==> src/hdl/kar_pkg.sv <==
// Shared types and constants for the key auto-repeat block.
package kar_pkg;

    // Fixed widths of the key fields, the hold timers, the timing registers and the register port.
    localparam int FIELD_W = 10;
    localparam int CNT_W   = 9;
    localparam int CFG_W   = 8;
    localparam int ADDR_W  = 3;
    localparam int DATA_W  = 32;

    localparam logic [CNT_W-1:0] CNT_MAX = {CNT_W{1'b1}};

    // Register reset values and default key count.
    localparam logic [CFG_W-1:0] DELAY_RESET    = 8'h2D;
    localparam logic [CFG_W-1:0] INTERVAL_RESET = 8'h08;
    localparam int               KEY_COUNT_DEF  = 10;

    // Register indexes on the configuration port.
    typedef enum logic {
        REG_INITIAL_DELAY   = 1'b0,
        REG_REPEAT_INTERVAL = 1'b1
    } reg_idx_t;

    // Timing settings handed to every lane.
    typedef struct packed {
        logic [CFG_W-1:0] delay;
        logic [CFG_W-1:0] interval;
        logic [CNT_W-1:0] second;
    } cfg_t;

    // One result item.
    typedef struct packed {
        logic [FIELD_W-1:0] new_presses;
        logic [FIELD_W-1:0] repeat_pulses;
        logic [FIELD_W-1:0] held_now;
    } result_t;

endpackage

==> src/hdl/kar_lane.sv <==
// Hold timer and repeat pulse logic for one key.
module kar_lane (
    input  logic         aclk,
    input  logic         aresetn,
    input  logic         step_en,
    input  logic         sample,
    input  logic         pressed,
    input  logic         held_old,
    input  kar_pkg::cfg_t cfg,
    output logic         pulse
);
    import kar_pkg::*;

    logic [CNT_W-1:0] count_reg;
    logic [CNT_W-1:0] count_next;
    logic [CNT_W-1:0] base;
    logic [CNT_W-1:0] inc;
    logic             held_new;

    // Clear on release, count up while held, fold back at the second pulse.
    always_comb begin
        base = (sample && held_old && !pressed) ? '0 : count_reg;
        held_new = sample ? pressed : held_old;
        inc = (base == CNT_MAX) ? base : base + 1'b1;
        pulse = 1'b0;
        count_next = base;
        if (held_new) begin
            count_next = inc;
            if (inc == {1'b0, cfg.delay}) begin
                pulse = 1'b1;
            end else if (inc == cfg.second) begin
                pulse = 1'b1;
                count_next = inc - {1'b0, cfg.interval};
            end
        end
    end

    // Timer register advances once per accepted request.
    always_ff @(posedge aclk) begin
        if (!aresetn) begin
            count_reg <= '0;
        end else if (step_en) begin
            count_reg <= count_next;
        end
    end

endmodule

==> src/hdl/kar_out_buf.sv <==
// Two-entry output buffer that holds result items toward the result channel.
module kar_out_buf (
    input  logic             aclk,
    input  logic             aresetn,
    input  logic             push,
    input  kar_pkg::result_t push_data,
    output logic             can_push,
    output logic             m_valid,
    input  logic             m_ready,
    output kar_pkg::result_t m_data
);
    import kar_pkg::*;

    logic    out_valid_reg;
    logic    skid_valid_reg;
    result_t out_data_reg;
    result_t skid_data_reg;
    logic    pop;

    assign pop      = out_valid_reg && m_ready;
    assign can_push = !skid_valid_reg;
    assign m_valid  = out_valid_reg;
    assign m_data   = out_data_reg;

    // While the skid entry is full, no new result is taken; on a pop it moves to the output entry.
    always_ff @(posedge aclk) begin
        if (!aresetn) begin
            out_valid_reg  <= 1'b0;
            skid_valid_reg <= 1'b0;
        end else if (skid_valid_reg) begin
            if (pop) begin
                skid_valid_reg <= 1'b0;
            end
        end else if (push) begin
            if (out_valid_reg && !pop) begin
                skid_valid_reg <= 1'b1;
            end
            out_valid_reg <= 1'b1;
        end else if (pop) begin
            out_valid_reg <= 1'b0;
        end
    end

    // Payload follows the same routing without reset.
    always_ff @(posedge aclk) begin
        if (skid_valid_reg) begin
            if (pop) begin
                out_data_reg <= skid_data_reg;
            end
        end else if (push) begin
            if (out_valid_reg && !pop) begin
                skid_data_reg <= push_data;
            end else begin
                out_data_reg <= push_data;
            end
        end
    end

endmodule

==> src/hdl/key_auto_repeat.sv <==
// Key auto-repeat: held set, configuration registers, per-key lanes and output buffer.
// Each accepted result is registered in the output buffer: its output entry, or its skid entry while that one waits.
// Throughput: one request per cycle while s_ready is high; all key timers update in parallel lanes.
// A two-entry output buffer keeps s_ready high while one result waits.
// Reset clears the held set and every hold timer at once and loads the
// registers with an initial delay of 45 and a repeat interval of 8.
module key_auto_repeat #(
    parameter int KEY_COUNT = kar_pkg::KEY_COUNT_DEF
) (
    input  logic                        aclk,
    input  logic                        aresetn,
    input  logic                        s_valid,
    output logic                        s_ready,
    input  logic                        s_sample_now,
    input  logic [kar_pkg::FIELD_W-1:0] s_key_levels,
    output logic                        m_valid,
    input  logic                        m_ready,
    output logic [kar_pkg::FIELD_W-1:0] m_new_presses,
    output logic [kar_pkg::FIELD_W-1:0] m_repeat_pulses,
    output logic [kar_pkg::FIELD_W-1:0] m_held_now,
    input  logic                        psel,
    input  logic                        penable,
    input  logic                        pwrite,
    input  logic [kar_pkg::ADDR_W-1:0]  paddr,
    input  logic [kar_pkg::DATA_W-1:0]  pwdata,
    output logic [kar_pkg::DATA_W-1:0]  prdata,
    output logic                        pready
);
    import kar_pkg::*;

    localparam int LANES = (KEY_COUNT < FIELD_W) ? KEY_COUNT : FIELD_W;

    logic [CFG_W-1:0]   delay_reg;
    logic [CFG_W-1:0]   interval_reg;
    logic [FIELD_W-1:0] held_set_reg;
    logic [FIELD_W-1:0] held_set_next;
    logic [FIELD_W-1:0] key_mask;
    logic [FIELD_W-1:0] pressed;
    logic [FIELD_W-1:0] fresh;
    logic [FIELD_W-1:0] pulses;
    logic               accept;
    logic               can_push;
    reg_idx_t           reg_idx;
    cfg_t               cfg;
    result_t            result;
    result_t            m_data;

    // Configuration port: always ready, written on the access phase.
    assign pready  = 1'b1;
    assign reg_idx = reg_idx_t'(paddr[2]);

    always_ff @(posedge aclk) begin
        if (!aresetn) begin
            delay_reg    <= DELAY_RESET;
            interval_reg <= INTERVAL_RESET;
        end else if (psel && penable && pwrite) begin
            unique case (reg_idx)
                REG_INITIAL_DELAY:   delay_reg    <= pwdata[CFG_W-1:0];
                REG_REPEAT_INTERVAL: interval_reg <= pwdata[CFG_W-1:0];
                default: ;
            endcase
        end
    end

    always_comb begin
        unique case (reg_idx)
            REG_INITIAL_DELAY:   prdata = {{(DATA_W-CFG_W){1'b0}}, delay_reg};
            REG_REPEAT_INTERVAL: prdata = {{(DATA_W-CFG_W){1'b0}}, interval_reg};
            default:             prdata = '0;
        endcase
    end

    // Timing settings shared by all lanes.
    assign cfg.delay    = delay_reg;
    assign cfg.interval = interval_reg;
    assign cfg.second   = {1'b0, delay_reg} + {1'b0, interval_reg};

    // Only keys below the key count take part.
    for (genvar i = 0; i < FIELD_W; i++) begin : g_mask
        assign key_mask[i] = (i < KEY_COUNT);
    end

    assign s_ready = can_push;
    assign accept  = s_valid && can_push;
    assign pressed = ~s_key_levels & key_mask;

    // New presses and the next held set.
    always_comb begin
        fresh         = '0;
        held_set_next = held_set_reg;
        if (s_sample_now) begin
            fresh         = pressed & ~held_set_reg;
            held_set_next = pressed;
        end
    end

    always_ff @(posedge aclk) begin
        if (!aresetn) begin
            held_set_reg <= '0;
        end else if (accept) begin
            held_set_reg <= held_set_next;
        end
    end

    // One timer lane per key below the key count; the other pulse bits are tied low.
    for (genvar i = 0; i < FIELD_W; i++) begin : g_lane
        if (i < LANES) begin : g_on
            kar_lane u_lane (
                .aclk     (aclk),
                .aresetn  (aresetn),
                .step_en  (accept),
                .sample   (s_sample_now),
                .pressed  (pressed[i]),
                .held_old (held_set_reg[i]),
                .cfg      (cfg),
                .pulse    (pulses[i])
            );
        end else begin : g_off
            assign pulses[i] = 1'b0;
        end
    end

    // Merge lane results into one result item.
    assign result.new_presses   = fresh;
    assign result.repeat_pulses = pulses;
    assign result.held_now      = held_set_next;

    kar_out_buf u_out_buf (
        .aclk      (aclk),
        .aresetn   (aresetn),
        .push      (accept),
        .push_data (result),
        .can_push  (can_push),
        .m_valid   (m_valid),
        .m_ready   (m_ready),
        .m_data    (m_data)
    );

    assign m_new_presses   = m_data.new_presses;
    assign m_repeat_pulses = m_data.repeat_pulses;
    assign m_held_now      = m_data.held_now;

endmodule

==> config.mk <==
export PLATFORM = sky130hd
export DESIGN_NAME = key_auto_repeat
export DESIGN_NICKNAME = d
export VERILOG_FILES = /design/src/hdl/kar_pkg.sv /design/src/hdl/kar_lane.sv /design/src/hdl/kar_out_buf.sv /design/src/hdl/key_auto_repeat.sv
export SDC_FILE = /design/constraint.sdc
export NUM_CORES = 1
export LEC_CHECK = 0
export ABC_CLOCK_PERIOD_IN_PS = 10450
export BUFFER_PORTS_ARGS = -buffer_cell sky130_fd_sc_hd__buf_2
export CAP_MARGIN = 25
export CORE_MARGIN = 1.5
export CORE_UTILIZATION = 40
export DETAILED_ROUTE_END_ITERATION = 10
export GPL_TIMING_DRIVEN = 0
export SYNTH_ARGS = -nofsm -noshare
export SYNTH_HDL_FRONTEND = slang
export SYNTH_SLANG_ARGS = --single-unit
==> constraint.sdc <==
create_clock -name aclk -period 10.45 [get_ports aclk]
set_clock_uncertainty 0.15 [all_clocks]
set_input_delay 2.6125 -clock aclk [delete_from_list [all_inputs] [get_ports aclk]]
set_output_delay 2.6125 -clock aclk [all_outputs]
set_load 0.03 [all_outputs]
**After elaboration in Yosys (flattened, before gate mapping)**

Cells that the tools add are included.

- Register bits: 178
- Input port bits: 53
- Logic and storage cells: 226

- Add/sub/neg operators: 21
- Equality and inequality tests: 32
- Multiplexer cells: 103
- Bitwise logic cells: 5
- Reductions and logical operators: 44

Operators by type and width:

| operator | number |
|---|---|
| two-way mux 9 bit | 50 |
| two-way mux 30 bit | 4 |
| adder 9 x 1 -> 9 bit, second input constant | 10 |
| equality test 9 x 8 -> 1 bit | 10 |
| equality test 9 bit | 10 |
| equality test 9 bit, second input constant | 10 |
| subtractor 9 x 8 -> 9 bit | 10 |
| case mux 32 bit (2 select lines) | 1 |
| two-way mux 1 bit | 46 |
| logical AND 1 bit | 25 |
| two-way mux 10 bit | 2 |
| NOT 10 bit | 2 |
| logical NOT 1 bit | 12 |
| AND 10 bit | 1 |
| adder 8 x 8 -> 9 bit | 1 |
| AND reduction 2 bit | 3 |
| AND reduction 3 bit | 2 |
| nonzero test 2 bit | 2 |
| != test 2 x 1 -> 1 bit, second input constant | 1 |
| != test 2 bit, second input constant | 1 |
| NOT 1 bit | 2 |

**Logic depth before layout (Yosys ltp)**

Gate-level depths: netlist (run 1).

- Depth after elaboration: 13
- Depth in mapped cells: 20
- Mapped depth without buffers: 17

**Hierarchy**

A second synthesis (run 1) with hierarchy kept.

- Cells, all modules: 2497
- Area total of the unflattened synthesis: 20181.9 um2

By module, submodules not included:

| module | times used | cells each | area each (um2) | seq. area each (um2) |
|---|---|---|---|---|
| kar_lane (g_lane[0].g_on.u_lane ...) | 6 | 222 | 1620.3 | 180.2 |
| kar_lane (g_lane[7].g_on.u_lane ...) | 2 | 203 | 1510.2 | 180.2 |
| kar_out_buf | 1 | 108 | 2424.8 | 1841.8 |
| key_auto_repeat | 1 | 227 | 1816.7 | 520.5 |
| kar_lane (g_lane[9].g_on.u_lane) | 1 | 225 | 1692.9 | 180.2 |
| kar_lane (g_lane[6].g_on.u_lane) | 1 | 199 | 1505.2 | 180.2 |

**Worst setup path before layout (run 1)**

No wires, ideal clock.

- Path type: input port to flip-flop
- Start point: input s_sample_now
- End point: register g_lane[1].g_on.u_lane.count_reg[8]
- Arrival: 6174 ps
- Path slack: 4047 ps
- Cell stages on the path: 20
- Buffers on the path: 4
- Path through: buf_6 -> buf_6 -> buf_2 -> nand3_1 -> buf_2 -> and2_1 -> ha_1 -> nand2_1 -> o311ai_0 -> nand2_1 -> ha_1 -> fa_1 -> nor2b_1 -> o21ai_0 -> a21boi_0 -> o21a_1 -> nor2_1 -> o21a_1 -> and2_1 -> o211ai_1

- Cells in the longest elaborated chain, start to end: 9

RTL lines:

| element | line | source |
|---|---|---|
| start, declared | key_auto_repeat.sv:14 | `input logic s_sample_now,` |
| logical AND 1 bit (2 in a row) | kar_lane.sv:22 | `base = (sample && held_old && !pressed) ? '0 : count_reg;` |
| two-way mux 9 bit | kar_lane.sv:22 |  |
| adder 9 x 1 -> 9 bit / equality test 9 bit (equally long branches) | kar_lane.sv:24 | `inc = (base == CNT_MAX) ? base : base + 1'b1;` |
| two-way mux 9 bit | kar_lane.sv:24 |  |
| subtractor 9 x 8 -> 9 bit / equality test 9 bit (equally long branches) | kar_lane.sv:33, kar_lane.sv:31 |  |
| two-way mux 9 bit | kar_lane.sv:31 | `end else if (inc == cfg.second) begin` |
| two-way mux 9 bit | kar_lane.sv:29 | `if (inc == {1'b0, cfg.delay}) begin` |
| two-way mux 9 bit * | kar_lane.sv:27 | `if (held_new) begin` |
| end signal, assigned | kar_lane.sv:43 | `count_reg <= count_next;` |
| end, declared | kar_lane.sv:14 | `logic [CNT_W-1:0] count_reg;` |

Mark *: on every way between the ends. The rest lies on a longest branch, timed or not.
A chain may end at the register's enable or synchronous reset.

**Worst setup path after layout (run 1)**

Same ends and word-level chain as after synthesis.

==> results.ini, run 1 <==
[routing]
vias_per_cell=6.15
wirelength_um=66700
vias=18200
drtIter0Drc=2026
drt_pass1_iterations=6
drcViolationCount=0
antenna_left=0
wire_per_inst_um=22.6

[clock_network]
clock_path_buffers=2
cts_setup_buffers=0
clock_sinks=178
clkLatencyLatePin_ns=0.46
post_cts_resized=0
path_clk_slew_ns=0.08
cts_tree=yes
clockRootBuffer=clkbuf_16
h-tree-depth=4
hold_buffers=0
cts_buffers=17

[critical_path]
cp-startpoint=s_sample_now
r2r_end=u_out_buf.m_data[17]
crit_family=compound AO/OA/AOI/OAI gates
critPathKind=in -> reg
cp.buffers_inverters=4
rr_startpoint=interval_reg[0]
reg2reg_setup_slack_ns=5.37
cp_data_arrival_time_ns=7.20
critPathRequiredTime_ns=10.68
cp_cell_sequence=buf_6 -> buf_6 -> buf_2 -> nand3_1 -> buf_2 -> and2_1 -> ha_1 -> nand2_1 -> o311ai_0 -> nand2_1 -> ha_1 -> fa_1 -> nor2b_1 -> o21ai_0 -> a21boi_0 -> o21a_1 -> nor2_1 -> o21a_1 -> and2_1 -> o211ai_1
cp_num_cells=20
cp-end-kind=flop
max_stage_delay_ns=0.64
cp_max_fo=10
startpoint_type=input port
crit_slowest_cell=o311ai_0
crit_end=g_lane[1].g_on.u_lane.count_reg[8]
ff2ff_path_depth=11

[floorplanning]
die_w_um=214
start_util=0.404
dieArea_um2=45700
rows=77
die_h_um=214
core_area_um2=44000
pin_count=118

[timing]
min_period_ns=6.96
fin_tns_setup_ns=0
fmax_ghz=0.144
worstMarginPinSlew_ns=1.13
finalHoldViolCount=0
max-slew-margin-rel=0.249
worst_hold_slack_ns=0.354
rsz0062_at_grt=no
period_share=0.666
setup_viol=0
setup_ws_ns=3.49
slew_violations=0

[placed_design]
gp_congestion=0.963
dpl_worst_slack_ns=3.16
io_buffers=65
dp_hpwl_um=49700

[global_route]
antenna_found_initial=2
grt_use_met2=0.445
grt_pass1_vias=16300
grt_pass1_wl_um=99500
met1_usage=0.399
grt.busiest_layer=met2
gr-usage-all-layers=0.289
grt_max_degree=31
grt_remaining_overflow=0
use_met3=0.0533

[synthesis]
syn_area_um2=17800
synthFlopType=dfxtp_1
synth_common_cells=nand2_1, o21ai_0, dfxtp_1, nor2_1, inv_1
synth_area_leaders=dfxtp_1, edfxtp_1, ha_1
synth-edff-count=60
ys_types=101
netlist_instances=2236
yosysMostFrequentCell=nand2_1
synth_top_area_cell=dfxtp_1
syn_avg_cell_area_um2=7.95
yosysWarnings=0
async_flop_share=0
synth_seq_cells=178
ys_seq_area_frac=0.234
synth_top_area_share=0.133

[power_and_ir_drop]
powerDensity_nw_per_um2=93.6
peakVddDrop_mv=0.128
power.leakage_nw=7.63
total_power_mw=1.84

[layout]
drive_gt1_frac=0.111
largest_reg_flops=90
fin_nets=2514
diodes=0
areaGrowthSynthToFinish_pct=10.7

[min_path]
hp-class=reg -> reg

[run_status]
status=completed

[job]
cap_viol_max_count=0

[layout by cell type, fill, tap and decap left out, drive strengths merged, types with 41 or more instances in the layout]
cell    count
xnor2     104
nand4      63
dfxtp     118
o211ai     41
buf       158
nor3       66
xor2       69
a21oi      99
clkbuf     87
and3       41
nand3     100
nor2      118
o21ai     122
a21boi     43
and2       48
nor4       42
ha         98
edfxtp     60
nand2     228
inv       113
[stage by stage]
step | area [um2] | cells | utilization
after floorplan | 17900 | 2259 | -
after global placement | 18900 | 2916 | 0.430
after detailed placement | 19000 | 2923 | 0.432
after CTS | 19600 | 2955 | 0.446
after global routing | 19700 | 2957 | 0.447
final | 19700 | 2957 | 0.447
[power by group]
group          internal (mW)  switching (mW)  total (mW)  leakage (nW)
registers              0.741          0.0175       0.758          1.52
clock network          0.341           0.339       0.679         0.287
logic                  0.132           0.271       0.403          5.83
[cells by family (layout without fill, tap and decap cells)]
logic type,count (synthesis),count (layout),share of synthesized area
simple gates,863,863,0.261
compound gates,581,581,0.230
buf+inv,266,372,0.0668
flops,178,178,0.234
xor+xnor,174,174,0.0874
fa+ha+maj,109,109,0.0814
mux,63,63,0.0390
other cells,2,25,0.000423
[how the worst min path moves through the flow]
stage                                       start  cells past startpoint  slack, ns                            endpoint
2_1_floorplan  g_lane[9].g_on.u_lane.count_reg[8]                      2       0.30  g_lane[9].g_on.u_lane.count_reg[8]
3_3_place_gp   g_lane[9].g_on.u_lane.count_reg[8]                      2       0.33  g_lane[9].g_on.u_lane.count_reg[8]
3_5_place_dp   g_lane[9].g_on.u_lane.count_reg[8]                      2       0.35  g_lane[9].g_on.u_lane.count_reg[8]
4_1_cts        g_lane[9].g_on.u_lane.count_reg[8]                      2       0.36  g_lane[9].g_on.u_lane.count_reg[8]
5_1_grt        g_lane[9].g_on.u_lane.count_reg[8]                      2       0.38  g_lane[9].g_on.u_lane.count_reg[8]
6_report       g_lane[9].g_on.u_lane.count_reg[8]                      2       0.35  g_lane[9].g_on.u_lane.count_reg[8]
[metal layers]
layer  up-vias  routed length, um
met5         -                  0
met4         0               2330
met3       144               6560
met2       901              28700
met1      8647              29100
li1       8507                  -
[worst min-delay path, delay by kind of cell, from the launching register on]
kind,cells,cell delay (ns)
AO/OA/AOI/OAI,1,0.06
flip-flops,1,0.34
AND/OR/NAND/NOR,1,0.06
[area by class of cell]
class	instances	area (um2)
buffer	154	767
inverter	112	420
timing repair buffer	74	463
tap	592	741
clock inverter	15	174
fill	4430	24400
sequential	178	4170
clock buffer	17	425
multi-input combinational	1815	12500
Note: power is estimated with default switching activity, not from simulation.
==> inputs of run 2 (changes only) <==
--- a/config.mk
+++ b/config.mk
@@ -5,7 +5,7 @@
 export SDC_FILE = /design/constraint.sdc
 export NUM_CORES = 1
 export LEC_CHECK = 0
-export ABC_CLOCK_PERIOD_IN_PS = 10450
+export ABC_CLOCK_PERIOD_IN_PS = 6000
 export BUFFER_PORTS_ARGS = -buffer_cell sky130_fd_sc_hd__buf_2
 export CAP_MARGIN = 25
 export CORE_MARGIN = 1.5
==> constraint.sdc (replaced) <==
create_clock -name aclk -period 6 [get_ports aclk]
set_clock_uncertainty 0.15 [all_clocks]
set_input_delay 1.5 -clock aclk [delete_from_list [all_inputs] [get_ports aclk]]
set_output_delay 1.5 -clock aclk [all_outputs]
set_load 0.03 [all_outputs]
==> run 2 against run 1 <==
Against the previous run: sequential cell count unchanged; sequential power grew 74%; register-to-register slack got worse by 4.4 ns; via count is essentially flat; worst hold slack is essentially flat; setup slack worse by 3.3 ns; largest cell class unchanged.
==> results.ini, run 2 (synthesized netlist as in run 1, its figures left out) <==
[layout]
largest_reg_flops=90
fin_nets=2514
final_cell_mix=nand2_1, o21ai_0, dfxtp_1
areaGrowthSynthToFinish_pct=10.7
final_common_cell=nand2_1
diodes=0
fillers=4430
drive_gt1_frac=0.111
final_core_util=0.447

[clock_network]
path_clk_slew_ns=0.08
clkLatencyLatePin_ns=0.46
clock_sinks=178
cts_tree=yes
cts_buffers=17
clock_path_buffers=2
hold_buffers=0
cts_setup_buffers=0
post_cts_resized=0
clockRootBuffer=clkbuf_16
h-tree-depth=4

[routing]
drt_pass1_iterations=8
drcViolationCount=0
drtIter0Drc=2031
antenna_left=0
vias=18200
wire_per_inst_um=22.6
vias_per_cell=6.16
wirelength_um=66700

[timing]
max-slew-margin-rel=0.251
rsz0062_at_grt=no
finalHoldViolCount=0
worstMarginPinSlew_ns=1.12
slew_violations=0
period_share=0.969
fin_tns_setup_ns=0
fmax_ghz=0.172
worst_hold_slack_ns=0.354
setup_viol=0
min_period_ns=5.82

[critical_path]
cp.buffers_inverters=3
critPathKind=in -> reg
cp-end-kind=flop
cp_max_fo=10
max_stage_delay_ns=0.85
crit_family=simple AND/OR/NAND/NOR gates
crit_slowest_cell=nor3_1
startpoint_type=input port
cp_data_arrival_time_ns=6.02
cp_common_cell=nand3_1
critPathRequiredTime_ns=6.20
cp_cell_sequence=buf_6 -> buf_6 -> buf_2 -> nand3_1 -> and2_1 -> ha_1 -> nand3_1 -> a211oi_1 -> nor3_1 -> ha_1 -> a21o_1 -> a31o_2 -> a2111oi_0 -> a2111o_1 -> nand3_1

[run_status]
status=completed

[power_and_ir_drop]
power_frac_clock=0.368
power.leakage_nw=7.63
total_power_mw=3.20
intPower_mw=2.11
p_sw_frac=0.340
p_switching_mw=1.09
powerDensity_nw_per_um2=163
p_comb_frac=0.219
p_seq_frac=0.412
peakVddDrop_mv=0.223

[floorplanning]
pin_count=118
dieArea_um2=45700
start_util=0.404
die_w_um=214
core_area_um2=44000
die_h_um=214
rows=77

[global_route]
grt_remaining_overflow=0
antenna_found_initial=2
grt_pass1_wl_um=99500
grt_pass1_vias=16300
grt_max_degree=31
gr-usage-all-layers=0.289

[placed_design]
gp_congestion=0.963
dp_hpwl_um=49700
io_buffers=65

[job]
cap_viol_max_count=0

[min_path]
hp-class=reg -> reg

==> run 2: area by class of cell <==
| type | instances | area [um2] | area share |
|---|---|---|---|
| sequential | 178 | 4170 | 0.212 |
| clock buffer | 17 | 425 | 0.0216 |
| tap | 592 | 741 | 0.0377 |
| clock inverter | 15 | 174 | 0.00884 |
| multi-input combinational | 1815 | 12500 | 0.636 |
| buffer | 154 | 767 | 0.0390 |
| timing repair buffer | 74 | 463 | 0.0235 |
| inverter | 112 | 420 | 0.0214 |
==> run 2: final timing paths <==
check             depth (start not counted)  slack (ns)                            endpoint                          startpoint
setup / recovery                         15        0.18  g_lane[3].g_on.u_lane.count_reg[8]                        s_sample_now
hold / removal                            2        0.35  g_lane[9].g_on.u_lane.count_reg[8]  g_lane[9].g_on.u_lane.count_reg[8]
setup reg to reg                         11        0.94                u_out_buf.m_data[17]                     interval_reg[0]
hold reg to reg                           2        0.35  g_lane[9].g_on.u_lane.count_reg[8]  g_lane[9].g_on.u_lane.count_reg[8]
==> run 2: layer usage <==
metal | global-route usage | vias to the layer above | part of all wire
met4 | 0.109 | 0 | 0.035
li1 | - | 8508 | -
met1 | 0.399 | 8654 | 0.44
met3 | 0.0533 | 143 | 0.10
met5 | 0 | - | 0
met2 | 0.445 | 899 | 0.43
==> run 2: power groups by stage <==
| stage | logic (mW) | registers, mW | clock network, mW |
|---|---|---|---|
| 3_5_place_dp | 0.683 | 1.35 | 0 |
| 2_1_floorplan | 0.435 | 1.38 | 0 |
| 5_1_grt | 0.757 | 1.33 | 1.22 |
| 3_3_place_gp | 0.666 | 1.35 | 0 |
| 4_1_cts | 0.686 | 1.32 | 1.18 |
| 6_report | 0.703 | 1.32 | 1.18 |
==> run 2: worst register-to-register path: cells and delay by family (launching register included) <==
kind,cells,cell delay [ns]
xor+xnor,1,0.15
fa+ha+maj,2,0.92
simple gates,2,0.75
buf+inv,2,1.00
flops,1,0.59
compound gates,4,1.23
==> run 2: metrics by stage <==
stage                     setup slack [ns]  cells  area, um2
after detailed placement            -0.175   2923      19000
final                                0.183   2957      19700
after global routing                0.0110   2957      19700
after CTS                            0.276   2955      19600
after floorplan                      0.710   2259      17900
after global placement              -0.122   2916      18900
==> inputs of run 3 (changes only) <==
--- a/config.mk
+++ b/config.mk
@@ -6,12 +6,13 @@
 export NUM_CORES = 1
 export LEC_CHECK = 0
 export ABC_CLOCK_PERIOD_IN_PS = 6000
-export BUFFER_PORTS_ARGS = -buffer_cell sky130_fd_sc_hd__buf_2
 export CAP_MARGIN = 25
 export CORE_MARGIN = 1.5
 export CORE_UTILIZATION = 40
 export DETAILED_ROUTE_END_ITERATION = 10
+export DONT_BUFFER_PORTS = 1
 export GPL_TIMING_DRIVEN = 0
+export MAX_ROUTING_LAYER = met4
 export SYNTH_ARGS = -nofsm -noshare
 export SYNTH_HDL_FRONTEND = slang
 export SYNTH_SLANG_ARGS = --single-unit
==> run 3 against run 2 <==
Against the previous run: setup slack improved by 0.087 ns; register-to-register slack gained 0.09 ns; combinational power down 11%; global-route usage grew 0.88 points; final cell count shrank 2.2%; cell area decreased by 1.9%; critical path depth increased by 1; first-iteration DRC count grew 1.5%; sequential cell count unchanged; sequential share of layout area increased by 0.41 points; wire length about the same; sequential power rose by 3%; largest power group unchanged.
==> results.ini, run 3 (synthesized netlist as in run 1, its figures left out) <==
[routing]
wirelength_um=66700
vias=18100
drtIter0Drc=2061
drt_pass1_iterations=6
wire_per_inst_um=23.1
drcViolationCount=0
vias_per_cell=6.25
antenna_left=0

[run_status]
status=completed

[min_path]
hp-class=reg -> reg
hold_end=g_lane[9].g_on.u_lane.count_reg[8]
whs_path_depth=2
hold_start=g_lane[9].g_on.u_lane.count_reg[8]

[timing]
fmax_ghz=0.175
min_period_ns=5.73
finalHoldViolCount=0
setup_viol=0
slew_violations=0
worst_hold_slack_ns=0.334
worstMarginPinSlew_ns=1.21
max-slew-margin-rel=0.194
period_share=0.955

[floorplanning]
die_h_um=214
pin_count=118
die_w_um=214
core_area_um2=44000
start_util=0.404
dieArea_um2=45700
rows=77

[placed_design]
dp.cells=2859
io_buffers=0
gp_congestion=0.998
post_dp_cell_area_um2=18700
dp_hpwl_um=49900

[critical_path]
cp-end-kind=flop
critPathKind=in -> reg
reg2reg_setup_slack_ns=1.03
r2r_end=u_out_buf.m_data[17]
startpoint_type=input port
rr_startpoint=interval_reg[0]
critPathRequiredTime_ns=6.20
cp_data_arrival_time_ns=5.93
cp_max_fo=10
ff2ff_path_depth=12

[global_route]
grt_pass1_vias=16500
gr-usage-all-layers=0.297
grt_max_degree=31
antenna_found_initial=0
grt_pass1_wl_um=99800
grt_remaining_overflow=0

[layout]
layoutNonFillerInstCount=2892
regArea_um2=4170
fin_area_um2=19300
fillers=4431
final_cell_mix=nand2_1, o21ai_0, dfxtp_1
drive_gt1_frac=0.0853
areaGrowthSynthToFinish_pct=8.60
largest_reg_flops=90
fin_nets=2448
multi_input_area_um2=12500
final_common_cell=nand2_1

[power_and_ir_drop]
p_seq_frac=0.432
powerDensity_nw_per_um2=164
power.leakage_nw=7.35
intPower_mw=2.10
p_switching_mw=1.06
p_sw_frac=0.336
power_frac_clock=0.370
peakVddDrop_mv=0.210
p_comb_frac=0.198

[clock_network]
clock_path_buffers=2
cts_buffers=17
clkLatencyLatePin_ns=0.47
h-tree-depth=4
clock_sinks=178
hold_buffers=0
cts_tree=yes
clockRootBuffer=clkbuf_16
path_clk_slew_ns=0.07

[job]
cap_viol_max_count=0

[run 3: cell types whose count changed in the layout (fill, tap and decap cells not counted), moves of 2 or more]
| cell | previous run | this run |
|---|---|---|
| buf_8 | 4 | 1 |
| clkinv_8 | 3 | 0 |
| buf_4 | 28 | 30 |
| buf_2 | 103 | 39 |
| inv_8 | 2 | 7 |
[run 3: what timing repair did]
| item | 4_1_cts | 5_1_grt |
|---|---|---|
| gates resized for setup | 0 | 2 |
| setup buffers | 0 | 0 |
| endpoints found under the setup margin | 0 | 4 |
[run 3: layout make-up]
cell class | instances | area share
Antenna cell | 1 | 0.000130
Buffer | 154 | 0.0397
Clock buffer | 17 | 0.0220
Clock inverter | 15 | 0.00849
Inverter | 112 | 0.0218
Multi-Input combinational cell | 1815 | 0.649
Sequential cell | 178 | 0.216
Tap cell | 592 | 0.0384
Timing Repair Buffer | 8 | 0.00480
[run 3: power by group through the flow]
| stage | registers (mW) | logic [mW] | clock network, mW |
|---|---|---|---|
| finish | 1.36 | 0.625 | 1.17 |
| global route | 1.37 | 0.672 | 1.21 |
| CTS | 1.36 | 0.610 | 1.16 |
| detailed placement | 1.39 | 0.606 | 0 |
| global placement | 1.39 | 0.588 | 0 |
| floorplan | 1.38 | 0.435 | 0 |
[run 3: worst max path at each step]
stage                            start                                 end  cells after the start
final                     s_sample_now  g_lane[3].g_on.u_lane.count_reg[8]                     16
after floorplan           s_sample_now  g_lane[1].g_on.u_lane.count_reg[8]                     20
after detailed placement  s_sample_now  g_lane[1].g_on.u_lane.count_reg[8]                     20
after CTS                 s_sample_now  g_lane[1].g_on.u_lane.count_reg[8]                     20
after global placement    s_sample_now  g_lane[1].g_on.u_lane.count_reg[8]                     20
after global routing      s_sample_now  g_lane[5].g_on.u_lane.count_reg[7]                     18
[run 3: metal layers]
layer,part of all wire,global-route usage
met4,0.042,0.123
met1,0.42,0.393
met2,0.43,0.445
met3,0.11,0.0549
met5,0,-
[run 3: metrics by stage]
stage	worst slack [ns]	TNS [ns]	power, mW	utilization
2_1_floorplan	0.710	0	1.82	-
3_3_place_gp	-0.207	-0.343	1.98	0.422
3_5_place_dp	-0.269	-0.494	2.00	0.425
4_1_cts	0.170	0	3.14	0.438
5_1_grt	-0.0190	-0.0190	3.26	0.438
6_report	0.270	0	3.16	0.438
[run 3: worst max-delay path, cell delays in order]
cell and delay [ns]:
buf_6 0.13, buf_6 0.15, buf_2 0.19, nand3_1 0.27, and2_1 0.20, ha_1 0.22
and3_1 0.17, clkbuf_1 0.30, a31oi_1 0.13, nor3_1 0.76, ha_1 0.43, a21o_1 0.19
a31o_2 0.22, a2111oi_0 0.72, a2111o_1 0.25, nand3_1 0.06
